## config.mk

```make
export PLATFORM = sky130hd
export DESIGN_NAME = kmp_stream_matcher_core_flat
export DESIGN_NICKNAME = d
export VERILOG_FILES = /design/src/rtl/kmsm_pkg.sv /design/src/rtl/kmsm_text_if.sv /design/src/rtl/kmsm_result_if.sv /design/src/rtl/kmsm_cell.sv /design/src/rtl/kmsm_pos_counter.sv /design/src/rtl/kmp_stream_matcher_core.sv /design/src/flat_wrapper.sv
export SDC_FILE = /design/constraint.sdc
export NUM_CORES = 1
export LEC_CHECK = 0
export ABC_AREA = 1
export BUFFER_PORTS_ARGS = -buffer_cell sky130_fd_sc_hd__buf_4
export CORE_ASPECT_RATIO = 0.6
export CORE_MARGIN = 2
export CORE_UTILIZATION = 65
export CTS_CLUSTER_DIAMETER = 50
export DETAILED_ROUTE_END_ITERATION = 10
export PLACE_DENSITY = 0.84
export SLEW_MARGIN = 20
export SYNTH_ARGS = -nofsm -noshare
export SYNTH_HDL_FRONTEND = slang
export SYNTH_SLANG_ARGS = --single-unit
```

## constraint.sdc

```tcl
create_clock -name clk -period 19.9 [get_ports clk]
set_input_delay 2.985 -clock clk [delete_from_list [all_inputs] [get_ports clk]]
set_output_delay 2.985 -clock clk [all_outputs]
set_load 0.03 [all_outputs]
```

## src/rtl/kmsm_pkg.sv

```systemverilog
`timescale 1ns / 1ps
// ----------------------------------------------------------------------------
// kmsm_pkg
// Shared types and constants for the streaming pattern matcher.
// ----------------------------------------------------------------------------
package kmsm_pkg;

  localparam int BYTE_W         = 8;
  localparam int LENGTH_W       = 6;
  localparam int CFG_DATA_W     = 64;
  localparam int CFG_INDEX_W    = 3;
  localparam int PATTERN_WORDS  = 4;
  localparam int BYTES_PER_WORD = CFG_DATA_W / BYTE_W;
  localparam int PATTERN_BYTES  = PATTERN_WORDS * BYTES_PER_WORD;
  localparam int START_W        = 32;

  // Configuration register indexes
  typedef enum logic [CFG_INDEX_W-1:0] {
    REG_PATTERN_LENGTH = 3'd0,
    REG_PATTERN_WORD_0 = 3'd1,
    REG_PATTERN_WORD_1 = 3'd2,
    REG_PATTERN_WORD_2 = 3'd3,
    REG_PATTERN_WORD_3 = 3'd4
  } cfg_reg_t;

  // Control handed to every cell of the chain
  typedef struct packed {
    logic advance;  // a text byte is transferred this cycle
    logic clear;    // drop all partial matches
  } cell_ctrl_t;

endpackage

```

## src/rtl/kmsm_text_if.sv

```systemverilog
`timescale 1ns / 1ps
// ----------------------------------------------------------------------------
// kmsm_text_if
// Text byte channel: valid/ready with byte and end-of-text mark.
// ----------------------------------------------------------------------------
interface kmsm_text_if
  import kmsm_pkg::*;
();
  logic              valid;
  logic              ready;
  logic [BYTE_W-1:0] text_byte;
  logic              end_of_text;

  modport source (output valid, output text_byte, output end_of_text, input ready);
  modport sink   (input valid, input text_byte, input end_of_text, output ready);
endinterface

```

## src/rtl/kmsm_result_if.sv

```systemverilog
`timescale 1ns / 1ps
// ----------------------------------------------------------------------------
// kmsm_result_if
// Result channel: valid/ready with match flag and match start offset.
// ----------------------------------------------------------------------------
interface kmsm_result_if
  import kmsm_pkg::*;
();
  logic               valid;
  logic               ready;
  logic               match_found;
  logic [START_W-1:0] match_start;

  modport source (output valid, output match_found, output match_start, input ready);
  modport sink   (input valid, input match_found, input match_start, output ready);
endinterface

```

## src/rtl/kmsm_cell.sv

```systemverilog
`timescale 1ns / 1ps
// ----------------------------------------------------------------------------
// kmsm_cell
// One comparator cell: holds "text suffix matches pattern prefix up to here".
// ----------------------------------------------------------------------------
module kmsm_cell
  import kmsm_pkg::*;
(
  input  logic              clk,
  input  logic              rst,
  input  cell_ctrl_t        ctrl,
  input  logic [BYTE_W-1:0] text_byte,
  input  logic [BYTE_W-1:0] pat_byte,
  input  logic              prev_hit,
  output logic              hit_next,
  output logic              hit
);

  assign hit_next = prev_hit && (text_byte == pat_byte);

  always_ff @(posedge clk) begin
    if (rst) begin
      hit <= 1'b0;
    end else if (ctrl.clear) begin
      hit <= 1'b0;
    end else if (ctrl.advance) begin
      hit <= hit_next;
    end
  end

endmodule

```

## src/rtl/kmsm_pos_counter.sv

```systemverilog
`timescale 1ns / 1ps
// ----------------------------------------------------------------------------
// kmsm_pos_counter
// Saturating text offset counter and match start offset.
// ----------------------------------------------------------------------------
module kmsm_pos_counter
  import kmsm_pkg::*;
#(
  parameter int POSITION_BITS = 32,
  parameter int LEN_W         = 6
) (
  input  logic               clk,
  input  logic               rst,
  input  cell_ctrl_t         ctrl,
  input  logic [LEN_W-1:0]   eff_len,
  output logic [START_W-1:0] start
);

  localparam logic [POSITION_BITS-1:0] POS_MAX = '1;

  logic [POSITION_BITS-1:0] byte_count;
  logic [POSITION_BITS-1:0] diff;

  // Offset of the first byte of a match ending at the current byte
  assign diff  = byte_count + POSITION_BITS'(1) - POSITION_BITS'(eff_len);
  assign start = START_W'(diff);

  always_ff @(posedge clk) begin
    if (rst) begin
      byte_count <= '0;
    end else if (ctrl.clear) begin
      byte_count <= '0;
    end else if (ctrl.advance && (byte_count != POS_MAX)) begin
      byte_count <= byte_count + POSITION_BITS'(1);
    end
  end

endmodule

```

## src/rtl/kmp_stream_matcher_core.sv

```systemverilog
`timescale 1ns / 1ps
// ----------------------------------------------------------------------------
// kmp_stream_matcher_core
// Streaming exact-pattern search with all overlapping matches reported.
// ----------------------------------------------------------------------------
//  channel    dir  payload                        transfer when
//  text_in    in   text_byte, end_of_text         valid && ready
//  result_out out  match_found, match_start       valid && ready
//  cfg        in   cfg_we, cfg_index, cfg_data    cfg_we high
//
//  One text byte per cycle while results are taken; its result is in the output
//  register on the next cycle. The rate is set by the comparator cell chain, where every
//  cell compares the byte against its pattern byte in the same cycle.
//  rst (synchronous) loads length 1 and an all-zero pattern and clears the
//  cells, the offset counter and the result valid flag.
//  A stalled result blocks the input only while it is not taken; a
//  transfer out frees the register for a transfer in on the same edge.
// ----------------------------------------------------------------------------
module kmp_stream_matcher_core
  import kmsm_pkg::*;
#(
  parameter int MAX_PATTERN   = 32,
  parameter int POSITION_BITS = 32
) (
  input  logic                   clk,
  input  logic                   rst,
  kmsm_text_if.sink              text_in,
  kmsm_result_if.source          result_out,
  input  logic                   cfg_we,
  input  logic [CFG_INDEX_W-1:0] cfg_index,
  input  logic [CFG_DATA_W-1:0]  cfg_data
);

  localparam int LEN_W = $clog2(MAX_PATTERN + 1);
  localparam int IDX_W = $clog2(MAX_PATTERN);
  localparam int CMP_W = LENGTH_W + 1;

  // Configuration registers
  logic [LENGTH_W-1:0]   pattern_length;
  logic [CFG_DATA_W-1:0] pattern_word [PATTERN_WORDS];
  logic                  cfg_hit;

  always_ff @(posedge clk) begin
    if (rst) begin
      pattern_length <= LENGTH_W'(1);
      for (int w = 0; w < PATTERN_WORDS; w++) begin
        pattern_word[w] <= '0;
      end
    end else if (cfg_we) begin
      unique case (cfg_reg_t'(cfg_index))
        REG_PATTERN_LENGTH: pattern_length  <= cfg_data[LENGTH_W-1:0];
        REG_PATTERN_WORD_0: pattern_word[0] <= cfg_data;
        REG_PATTERN_WORD_1: pattern_word[1] <= cfg_data;
        REG_PATTERN_WORD_2: pattern_word[2] <= cfg_data;
        REG_PATTERN_WORD_3: pattern_word[3] <= cfg_data;
        default: ;  // unknown index: ignored
      endcase
    end
  end

  // Only a known register restarts the search
  always_comb begin
    unique case (cfg_reg_t'(cfg_index))
      REG_PATTERN_LENGTH, REG_PATTERN_WORD_0, REG_PATTERN_WORD_1,
      REG_PATTERN_WORD_2, REG_PATTERN_WORD_3: cfg_hit = 1'b1;
      default:                                cfg_hit = 1'b0;
    endcase
  end

  // Length in use: zero acts as one, clamp at the chain length
  logic [CMP_W-1:0] len_wide;
  logic [LEN_W-1:0] eff_len;
  logic [IDX_W-1:0] last_cell;

  always_comb begin
    len_wide = CMP_W'(pattern_length);
    if (len_wide == '0) begin
      eff_len = LEN_W'(1);
    end else if (len_wide > CMP_W'(MAX_PATTERN)) begin
      eff_len = LEN_W'(MAX_PATTERN);
    end else begin
      eff_len = LEN_W'(len_wide);
    end
  end

  assign last_cell = IDX_W'(eff_len - LEN_W'(1));

  // Handshake and output register
  logic       accept;
  cell_ctrl_t ctrl;
  cell_ctrl_t pos_ctrl;

  assign text_in.ready = !result_out.valid || result_out.ready;
  assign accept        = text_in.valid && text_in.ready;
  assign ctrl.advance  = accept;
  assign ctrl.clear    = (cfg_we && cfg_hit) || (accept && text_in.end_of_text);

  // Offset count runs on across a pattern rewrite; only end of text zeroes it
  assign pos_ctrl.advance = accept;
  assign pos_ctrl.clear   = accept && text_in.end_of_text;

  // Cell chain: cell k is set when the last k+1 bytes equal pattern[0..k]
  logic [BYTE_W-1:0] pat_bytes [MAX_PATTERN];
  logic [MAX_PATTERN-1:0] hit;
  logic [MAX_PATTERN-1:0] hit_next;

  for (genvar k = 0; k < MAX_PATTERN; k++) begin : g_cell
    logic prev_hit;

    if (k < PATTERN_BYTES) begin : g_pat
      assign pat_bytes[k] =
        pattern_word[k / BYTES_PER_WORD][BYTE_W * (k % BYTES_PER_WORD) +: BYTE_W];
    end else begin : g_zero
      // bytes past the pattern registers read as zero
      assign pat_bytes[k] = '0;
    end

    if (k == 0) begin : g_head
      assign prev_hit = 1'b1;
    end else begin : g_link
      assign prev_hit = hit[k-1];
    end

    kmsm_cell u_cell (
      .clk       (clk),
      .rst       (rst),
      .ctrl      (ctrl),
      .text_byte (text_in.text_byte),
      .pat_byte  (pat_bytes[k]),
      .prev_hit  (prev_hit),
      .hit_next  (hit_next[k]),
      .hit       (hit[k])
    );
  end

  logic               found;
  logic [START_W-1:0] start;

  assign found = hit_next[last_cell];

  kmsm_pos_counter #(
    .POSITION_BITS (POSITION_BITS),
    .LEN_W         (LEN_W)
  ) u_pos (
    .clk     (clk),
    .rst     (rst),
    .ctrl    (pos_ctrl),
    .eff_len (eff_len),
    .start   (start)
  );

  always_ff @(posedge clk) begin
    if (rst) begin
      result_out.valid <= 1'b0;
    end else if (accept) begin
      result_out.valid <= 1'b1;
    end else if (result_out.ready) begin
      result_out.valid <= 1'b0;
    end
  end

  always_ff @(posedge clk) begin
    if (accept) begin
      result_out.match_found <= found;
      result_out.match_start <= found ? start : '0;
    end
  end

endmodule

```

## src/flat_wrapper.sv

```systemverilog
// flat-port wrapper written by rule: the top's interface ports become plain ports
module kmp_stream_matcher_core_flat import kmsm_pkg::*;
#(
  parameter int MAX_PATTERN   = 32,
  parameter int POSITION_BITS = 32
)
  (clk, rst, cfg_we, cfg_index, cfg_data, text_in_valid, text_in_text_byte, text_in_end_of_text, text_in_ready, result_out_valid, result_out_match_found, result_out_match_start, result_out_ready);
  kmsm_text_if text_in_i ();
  kmsm_result_if result_out_i ();
  input  logic clk;
  input  logic rst;
  input  logic cfg_we;
  input  logic [CFG_INDEX_W-1:0] cfg_index;
  input  logic [CFG_DATA_W-1:0] cfg_data;
  input wire logic [$bits(text_in_i.valid)-1:0] text_in_valid;
  input wire logic [$bits(text_in_i.text_byte)-1:0] text_in_text_byte;
  input wire logic [$bits(text_in_i.end_of_text)-1:0] text_in_end_of_text;
  output wire logic [$bits(text_in_i.ready)-1:0] text_in_ready;
  output wire logic [$bits(result_out_i.valid)-1:0] result_out_valid;
  output wire logic [$bits(result_out_i.match_found)-1:0] result_out_match_found;
  output wire logic [$bits(result_out_i.match_start)-1:0] result_out_match_start;
  input wire logic [$bits(result_out_i.ready)-1:0] result_out_ready;
  assign text_in_i.valid = text_in_valid;
  assign text_in_i.text_byte = text_in_text_byte;
  assign text_in_i.end_of_text = text_in_end_of_text;
  assign text_in_ready = text_in_i.ready;
  assign result_out_valid = result_out_i.valid;
  assign result_out_match_found = result_out_i.match_found;
  assign result_out_match_start = result_out_i.match_start;
  assign result_out_i.ready = result_out_ready;
  kmp_stream_matcher_core #(.MAX_PATTERN(MAX_PATTERN), .POSITION_BITS(POSITION_BITS)) u_core (.clk(clk), .rst(rst), .text_in(text_in_i), .result_out(result_out_i), .cfg_we(cfg_we), .cfg_index(cfg_index), .cfg_data(cfg_data));
endmodule
```

# Yosys cells after proc, flatten, opt, wreduce, memory -nomap -nowiden
# Memory sizes are Yosys's and may differ from the RTL's.
# Cells that the tools add are included.
# op_classes
n_addsub,3
magnitude_cmp,2
eq_ne,37
muxes,29
n_bitwise,4
n_reduce_logical,45
# ops
operator,n
equality test 8 bit,32
2-to-1 mux 64 bit,4
logical AND 1 bit,35
adder 32 x 1 -> 32 bit (second input constant),1
!= test 32 bit (second input constant),1
subtractor 32 x 6 -> 32 bit,1
2-to-1 mux 1 bit,22
2-to-1 mux 6 bit,2
equality test 3 x 2 -> 1 bit (second input constant),2
> comparator 6 bit (second input constant),1
zero test 6 bit,1
less-than comparator 5 x 6 -> 1 bit (second input constant),1
binary-select mux 1 bit (select 5 bit),1
OR reduction 5 bit,1
subtractor 5 x 1 -> 5 bit (second input constant),1
OR 1 bit,4
OR reduction 2 bit,2
equality test 3 x 1 -> 1 bit (second input constant),1
equality test 3 bit (second input constant),1
zero test 3 bit,1
logical OR 1 bit,2
AND reduction 2 bit,1
nonzero test 2 bit,1
zero test 1 bit,1
# totals
reg_bits,103
ram_bits,256
output_inout_bits,35
elab_cells,157
memories,1
# mem_list
name,depth,word_bits,rd,rd_ports_with_merged_regs,wr,line,rtl
u_core.pattern_word,4,64,4,0,4,kmp_stream_matcher_core.sv:40,logic [CFG_DATA_W-1:0] pattern_word [PATTERN_WORDS];

# Logic depth before layout (Yosys ltp)
# Gate-level depths: netlist (run 1).
# logic_depth
depth_word,6
depth_mapped,20

# Hierarchy
# A second synthesis (run 1) with hierarchy kept.
# hier_totals
cells_unflattened,3053
hier_area_um2,22003.6
# by_module_without_submodules
mod,n_inst,cells_each,area_each_um2
kmp_stream_matcher_core,1,881,11227.0
kmsm_cell,32,51,240.2
kmsm_pos_counter,1,540,3089.2

# Worst setup path before layout (run 1)
# Ideal clock, no wire load.
# synth_path
path_kind,in2reg
from,in cfg_we
to,"mem u_core.pattern_word[1][0], enable pin"
setup_ps,582
t_arrival_ps,8030
slack_ps,11288
stages,4
path_buffers,0
path_cell_list,inv_1 > nor2_1 > inv_1 > o31ai_1
# synth_rtl
element,line,rtl
from (decl),flat_wrapper.sv:12,input logic cfg_we;
to (decl),kmp_stream_matcher_core.sv:40,

# Worst setup path after layout (run 1)
# layout_path
from,in result_out_ready
to,out text_in_ready
# layout_via
elab_chain_cells,1
# layout_rtl
element,line,rtl
from (decl),flat_wrapper.sv:22,input wire logic [$bits(result_out_i.ready)-1:0] result_out_ready;
logical OR 1 bit,kmp_stream_matcher_core.sv:93,assign text_in.ready = !result_out.valid || result_out.ready;
to (decl),flat_wrapper.sv:18,output wire logic [$bits(text_in_i.ready)-1:0] text_in_ready;
# No other way between the ends.

==> run metrics, run 1 <==
first-pass GRT wire length 86440 um; Worst-Skew Late Latency 0.54 ns; Synth area leader edfxtp_1; vias per cell 5.893; Die ar. 30800 um2; clock tree sinks 359; DRC errors left 0; layout cells sized above 1 0.09869; CP endpoint kind primary output; Clock transition at path regs 0.06 ns; pre-CTS setup slack 13.47 ns; Core Area 28830 um2; post-synthesis sequential area ratio 0.5281; Max Clock Freq 155.3 MHz; Commonest cells post-synth nand2_1, nor2_1, edfxtp_1, inv_1, nand3_1; vias in the first global route 15190; top-count cell post-synth nand2_1; worst setup margin approximately 13 ns; Period Utilization, post-route 0.3235; fill count a little over 2000; Die H 136.7 um; Async SR Flop Fraction 0; Antenna Nets Post-Route 0; Max-cap violations 0; Vias 16600; pin count of the biggest net entering global routing 96; Top FF cell, synth edfxtp_1; cell count after synthesis 2344; critical path class in2out; PortBufs approximately 120; diode count 0; crit path DAT 3.45 ns; setup bufs post-CTS 0; clk_skew 0.02706 ns; YS warnings 0; starting density of the core 0.6621; gr ovfl total 0; clk root buf clkbuf_16; Req. time, crit path around 17 ns; peak supply drop 0.05996 mV; CTS tree built; crit start category input port; EDFF count, synth 289; Ports ~120; setup TNS 0 ns; Slew Limit Fails 0; Routed WL between 50000 and 60000 um; routed len/inst 20.28 um; P per Cell Area 87.87 nW/um2; relative slew slack 0.2753; Seq cells post-synth 359; clock tree buffer depth 3; final design utilization 0.7414; Lkg Pwr 9.308 nW; CTS H-tree depth 2; initial antenna violation count 2; DR iter-0 viols between 2000 and 2500; status complete, no violations; Placer Congestion between 0.9 and 1; PostCTS Resize Cnt 0; Netlist Area Pre-Place roughly 19000 um2; post-layout min period around 6.4 ns; final hold vios 0; Die X about 230 um; Max FO, Critical Path 2; CTS Buf Count 36; syn nets 2434; dpl hpwl 38150 um; CP Launch Point result_out_ready; Hold/Removal Path Class reg2reg; RSZ-0062 raised after global routing false; synth-to-layout area growth 11.98%; Final Net Count 2505; actual slew at the worst max-slew pin 1.087 ns; syn avg cell area 8.143 um2; synth top area cells edfxtp_1, nand2_1, nor2_1, dfxtp_1, inv_1; r2r startpoint u_core.pattern_length[2]; aggregate global-route resource usage 0.3745; DR pass1 iterations 7; Synth cell types 39; Hold Worst Slack 0.5147 ns; Rows 48; area share of the largest cell type after synthesis 0.4547; Hold Path Origin u_core.u_pos.byte_count[14]; CTS Hold Bufs 0; final setup fails 0
==> power by group <==
part / switching, mW / total, mW / internal (mW)
combinational: 0.189 / 0.271 / 0.0828
clock: 0.303 / 0.713 / 0.410
sequential: 0.0298 / 0.894 / 0.864
total: 0.521 / 1.88 / 1.36
==> sequential cells by signal, summed over array words and instances (netlist names) <==
name / flops
u_core.pattern_word: 256
u_core.result_out.match_start: 32
u_core.u_pos.byte_count: 32
u_core.g_cell.u_cell.hit: 31
u_core.pattern_length: 6
u_core.result_out.match_found: 1
u_core.result_out.valid: 1
==> through the flow <==
step | std cells | total power [mW] | cell area, um2
2_1_floorplan | 2344 | 1.079 | 19090
3_3_place_gp | 2752 | 1.158 | 20160
3_5_place_dp | 2752 | 1.169 | 20160
4_1_cts | 2817 | 1.863 | 21370
5_1_grt | 2817 | 1.929 | 21370
6_report | 2817 | 1.878 | 21370
==> path summary, 6_finish.rpt <==
path | cells past startpoint | slack, ns | to
max | 4 | 13.46 | text_in_ready
min | 2 | 0.51 | u_core.u_pos.byte_count[14]
max reg2reg | 18 | 15.75 | u_core.result_out.match_start[26]
min reg2reg | 2 | 0.51 | u_core.u_pos.byte_count[14]
==> kinds of logic after synthesis <==
logic type      Yosys count  share of synthesized area
simple gates           1257                     0.2726
buf+inv                 389                    0.07925
flops                   359                     0.5281
compound gates          217                    0.06195
xor+xnor                113                    0.05185
fa+ha+maj                 9                   0.006293
==> placed cells by master (no fill, tap or decap), types with 15 or more instances in the layout <==
cell type  instances
xor2_1            69
o22ai_1           17
nand4_1           23
xnor2_1           44
nand2_1          554
clkbuf_16         38
a21oi_1           72
nand3_1          115
o21ai_0          100
edfxtp_1         289
or2_2             16
nor2_1           480
buf_4            126
dfxtp_1           70
nand3b_1          15
inv_1            287
==> layout make-up <==
| type | instances | area, um2 | share of cell area |
|---|---|---|---|
| clock buffers | 47 | 1005 | 0.04701 |
| clock inverters | 18 | 206.4 | 0.009659 |
| inverters | 296 | 1112 | 0.05204 |
| multi-input cells | 1596 | 7555 | 0.3535 |
| flip-flops and latches | 359 | 10080 | 0.4716 |
| well taps | 375 | 469.2 | 0.02195 |
| repair buffers | 126 | 945.9 | 0.04426 |
==> critical path, stage by stage <==
cell and delay [ns]:
buf_4 0.10, inv_1 0.11, nand2_1 0.08, buf_4 0.17
==> metal layers <==
| metal | vias up | share of wire | track usage |
|---|---|---|---|
| met4 | 2 | 0.016 | 0.08315 |
| li1 | 7598 | - | - |
| met3 | 98 | 0.17 | 0.1247 |
| met1 | 7732 | 0.41 | 0.5713 |
| met2 | 1171 | 0.40 | 0.5149 |
| met5 | - | 0.00023 | 0 |
(Power assumes the default switching activity.)
==> run 2: changes to the inputs <==
--- a/config.mk
+++ b/config.mk
@@ -9,10 +9,10 @@
 export BUFFER_PORTS_ARGS = -buffer_cell sky130_fd_sc_hd__buf_4
 export CORE_ASPECT_RATIO = 0.6
 export CORE_MARGIN = 2
-export CORE_UTILIZATION = 65
+export CORE_UTILIZATION = 56
 export CTS_CLUSTER_DIAMETER = 50
 export DETAILED_ROUTE_END_ITERATION = 10
-export PLACE_DENSITY = 0.84
+export PLACE_DENSITY = 0.77
 export SLEW_MARGIN = 20
 export SYNTH_ARGS = -nofsm -noshare
 export SYNTH_HDL_FRONTEND = slang
==> constraint.sdc (replaced) <==
create_clock -name clk -period 5.42 [get_ports clk]
set_input_delay 0.813 -clock clk [delete_from_list [all_inputs] [get_ports clk]]
set_output_delay 0.813 -clock clk [all_outputs]
set_load 0.03 [all_outputs]
==> run metrics, run 2 (same netlist as run 1, synthesis figures left out) <==
PostCTS Resize Cnt 0 (unchanged); Core Area 33640 um2 (+17%); Clock transition at path regs 0.07 ns (about the same); Worst-Skew Late Latency 0.56 ns (+0.02 ns); Hold/Removal Path Class in2reg; M1 wire length 25560 um (+8.0%); layout cells sized above 1 0.1003 (+0.001597); Max FO, Critical Path 19 (+17); non-filler instance count after layout 2902 (+3.0%); critical path class reg2reg; met3 WL post-DR 10010 um (+5.4%); clock tree sinks 359 (unchanged); Ports 116 (unchanged); Slew Limit Fails 0 (unchanged); metal2 WL 22530 um (-2.1%); peak supply drop 0.2543 mV (+320%); most common cell after layout, fill and taps aside nand2_1; final setup fails 0 (unchanged); Largest register FFs 256 (unchanged); clk root buf clkbuf_16; commonest non-fill, non-tap cells in the layout nand2_1, nor2_1, edfxtp_1; Die H 147.0 um (+7.5%); clock tree buffer depth 3 (unchanged); setup bufs post-CTS 0 (unchanged); highest metal used met5; CP endpoint kind flip-flop; Vias 16420 (-1.1%); relative slew slack 0.2415 (-0.03377); Max stage delay on crit path 0.46 ns (+0.29 ns); CTS Hold Bufs 0 (unchanged); Hold Worst Slack 0.4369 ns (-0.07774 ns); CTS H-tree depth 2 (unchanged); post-route cell area 21570 um2 (+0.93%); Largest Register u_core.pattern_word; initial antenna violation count 1 (-1); starting density of the core 0.5674 (-0.09467); fill count 2786 (+36%); crit start category flip-flop; status complete, no violations; PortBufs 115 (unchanged); DRC errors left 0 (unchanged); final hold vios 0 (unchanged); Max-cap violations 0 (unchanged); DR iter-0 viols 2284 (-3.8%); dpl hpwl 39870 um (+4.5%); Lkg Pwr 9.356 nW (+0.52%); Overall Power 7.064 mW (+280%); CTS Buf Count 36 (unchanged); most frequent CP cell nor2_1; Rows 52 (+8.3%); Routed WL 59300 um (+3.8%); pin count of the biggest net entering global routing 97 (+1.0%); aggregate global-route resource usage 0.3331 (-0.04136); Die X 242.3 um (+7.6%); # placed instances 2836 (+3.1%); post-layout min period 3.840 ns; DP Area 20270 um2 (+0.53%); synth-to-layout area growth 13.02%; Final Net Count 2505 (unchanged); actual slew at the worst max-slew pin 1.138 ns (+0.05065 ns); clk_skew 0.03031 ns (+0.003246 ns); Die ar. 35630 um2 (+16%); Period Utilization, post-route 0.7085; Largest regs u_core.pattern_word (256), u_core.result_out.match_start (32), u_core.u_pos.byte_count (32); Max Clock Freq 260.4 MHz; final design utilization 0.6413 (-0.1001); Placer Congestion 0.9625 (-1.4%); RSZ-0062 raised after global routing false; gr ovfl total 0 (unchanged); crit path DAT 4.22 ns (+0.77 ns); routed len/inst 20.43 um (+0.78%); P per Cell Area 327.5 nW/um2 (+270%); cells along the critical path nor2_1, nand3_1, nand2_1, nand2_2, inv_1, ha_1, fa_1, o21ai_0, nand2_1, nand3_2, nor2_4, nand3_4, nor2_1, xor2_1, inv_1, nor2_1; Antenna Nets Post-Route 0 (unchanged); vias per cell 5.658 (-4.0%); vias in the first global route 14960 (-1.5%); diode count 0 (unchanged); Critical-path top delay cell fa_1; first-pass GRT wire length 89690 um (+3.8%); Req. time, crit path 5.80 ns (-11.11 ns); CTS tree built; DR pass1 iterations 10 (+3)
[run 2: cell count changes in the layout (fill, tap and decap cells not counted), sizes merged]
cell	previous run	this run
clkbuf	47	46
bufinv	4	6
[run 2: cell type report]
class                      count  area (um2)  share of cell area
multi-input combinational   1596        7555              0.3502
sequential                   359       10080              0.4673
clock inverter                20       262.8             0.01218
timing repair buffer         126       945.9             0.04385
tap                          459       574.3             0.02662
inverter                     296        1112             0.05156
clock buffer                  46        1042             0.04832
[run 2: worst paths after layout]
| kind | from | endpoint | slack [ns] | cells past startpoint |
|---|---|---|---|---|
| max | u_core.pattern_length[3] | u_core.result_out.match_start[18] | 1.58 | 16 |
| min reg2reg | u_core.g_cell[28].u_cell.hit | u_core.g_cell[28].u_cell.hit | 0.52 | 1 |
| min | rst | u_core.result_out.valid | 0.44 | 2 |
| max reg2reg | u_core.pattern_length[3] | u_core.result_out.match_start[18] | 1.58 | 16 |
[run 2: where the power goes]
group,internal [mW],switching (mW),leakage (nW)
sequential,3.17,0.116,3.38
combinational,0.304,0.693,5.34
clock,1.65,1.13,0.636
total,5.13,1.93,9.36
[run 2: worst max-delay path, delay by kind of cell, from the launching register on]
family / cells / cell delay (ns)
AND/OR/NAND/NOR: 10 / 1.29
flip-flops: 1 / 0.36
adder cells (fa/ha/maj): 2 / 0.84
buffers and inverters: 2 / 0.51
XOR/XNOR: 1 / 0.32
AO/OA/AOI/OAI: 1 / 0.35
[run 2: layer usage]
layer | track usage | vias up
li1 | - | 7610
met1 | 0.5224 | 7580
met2 | 0.4298 | 1132
met3 | 0.1213 | 96
met4 | 0.07315 | 2
met5 | 0.02005 | -
[run 2: stage by stage]
stage	worst slack, ns	setup TNS [ns]
final	1.580	0
after global routing	1.369	0
after CTS	1.734	0
after detailed placement	1.576	0
after global placement	1.552	0
after floorplan	-1.020	-195.78
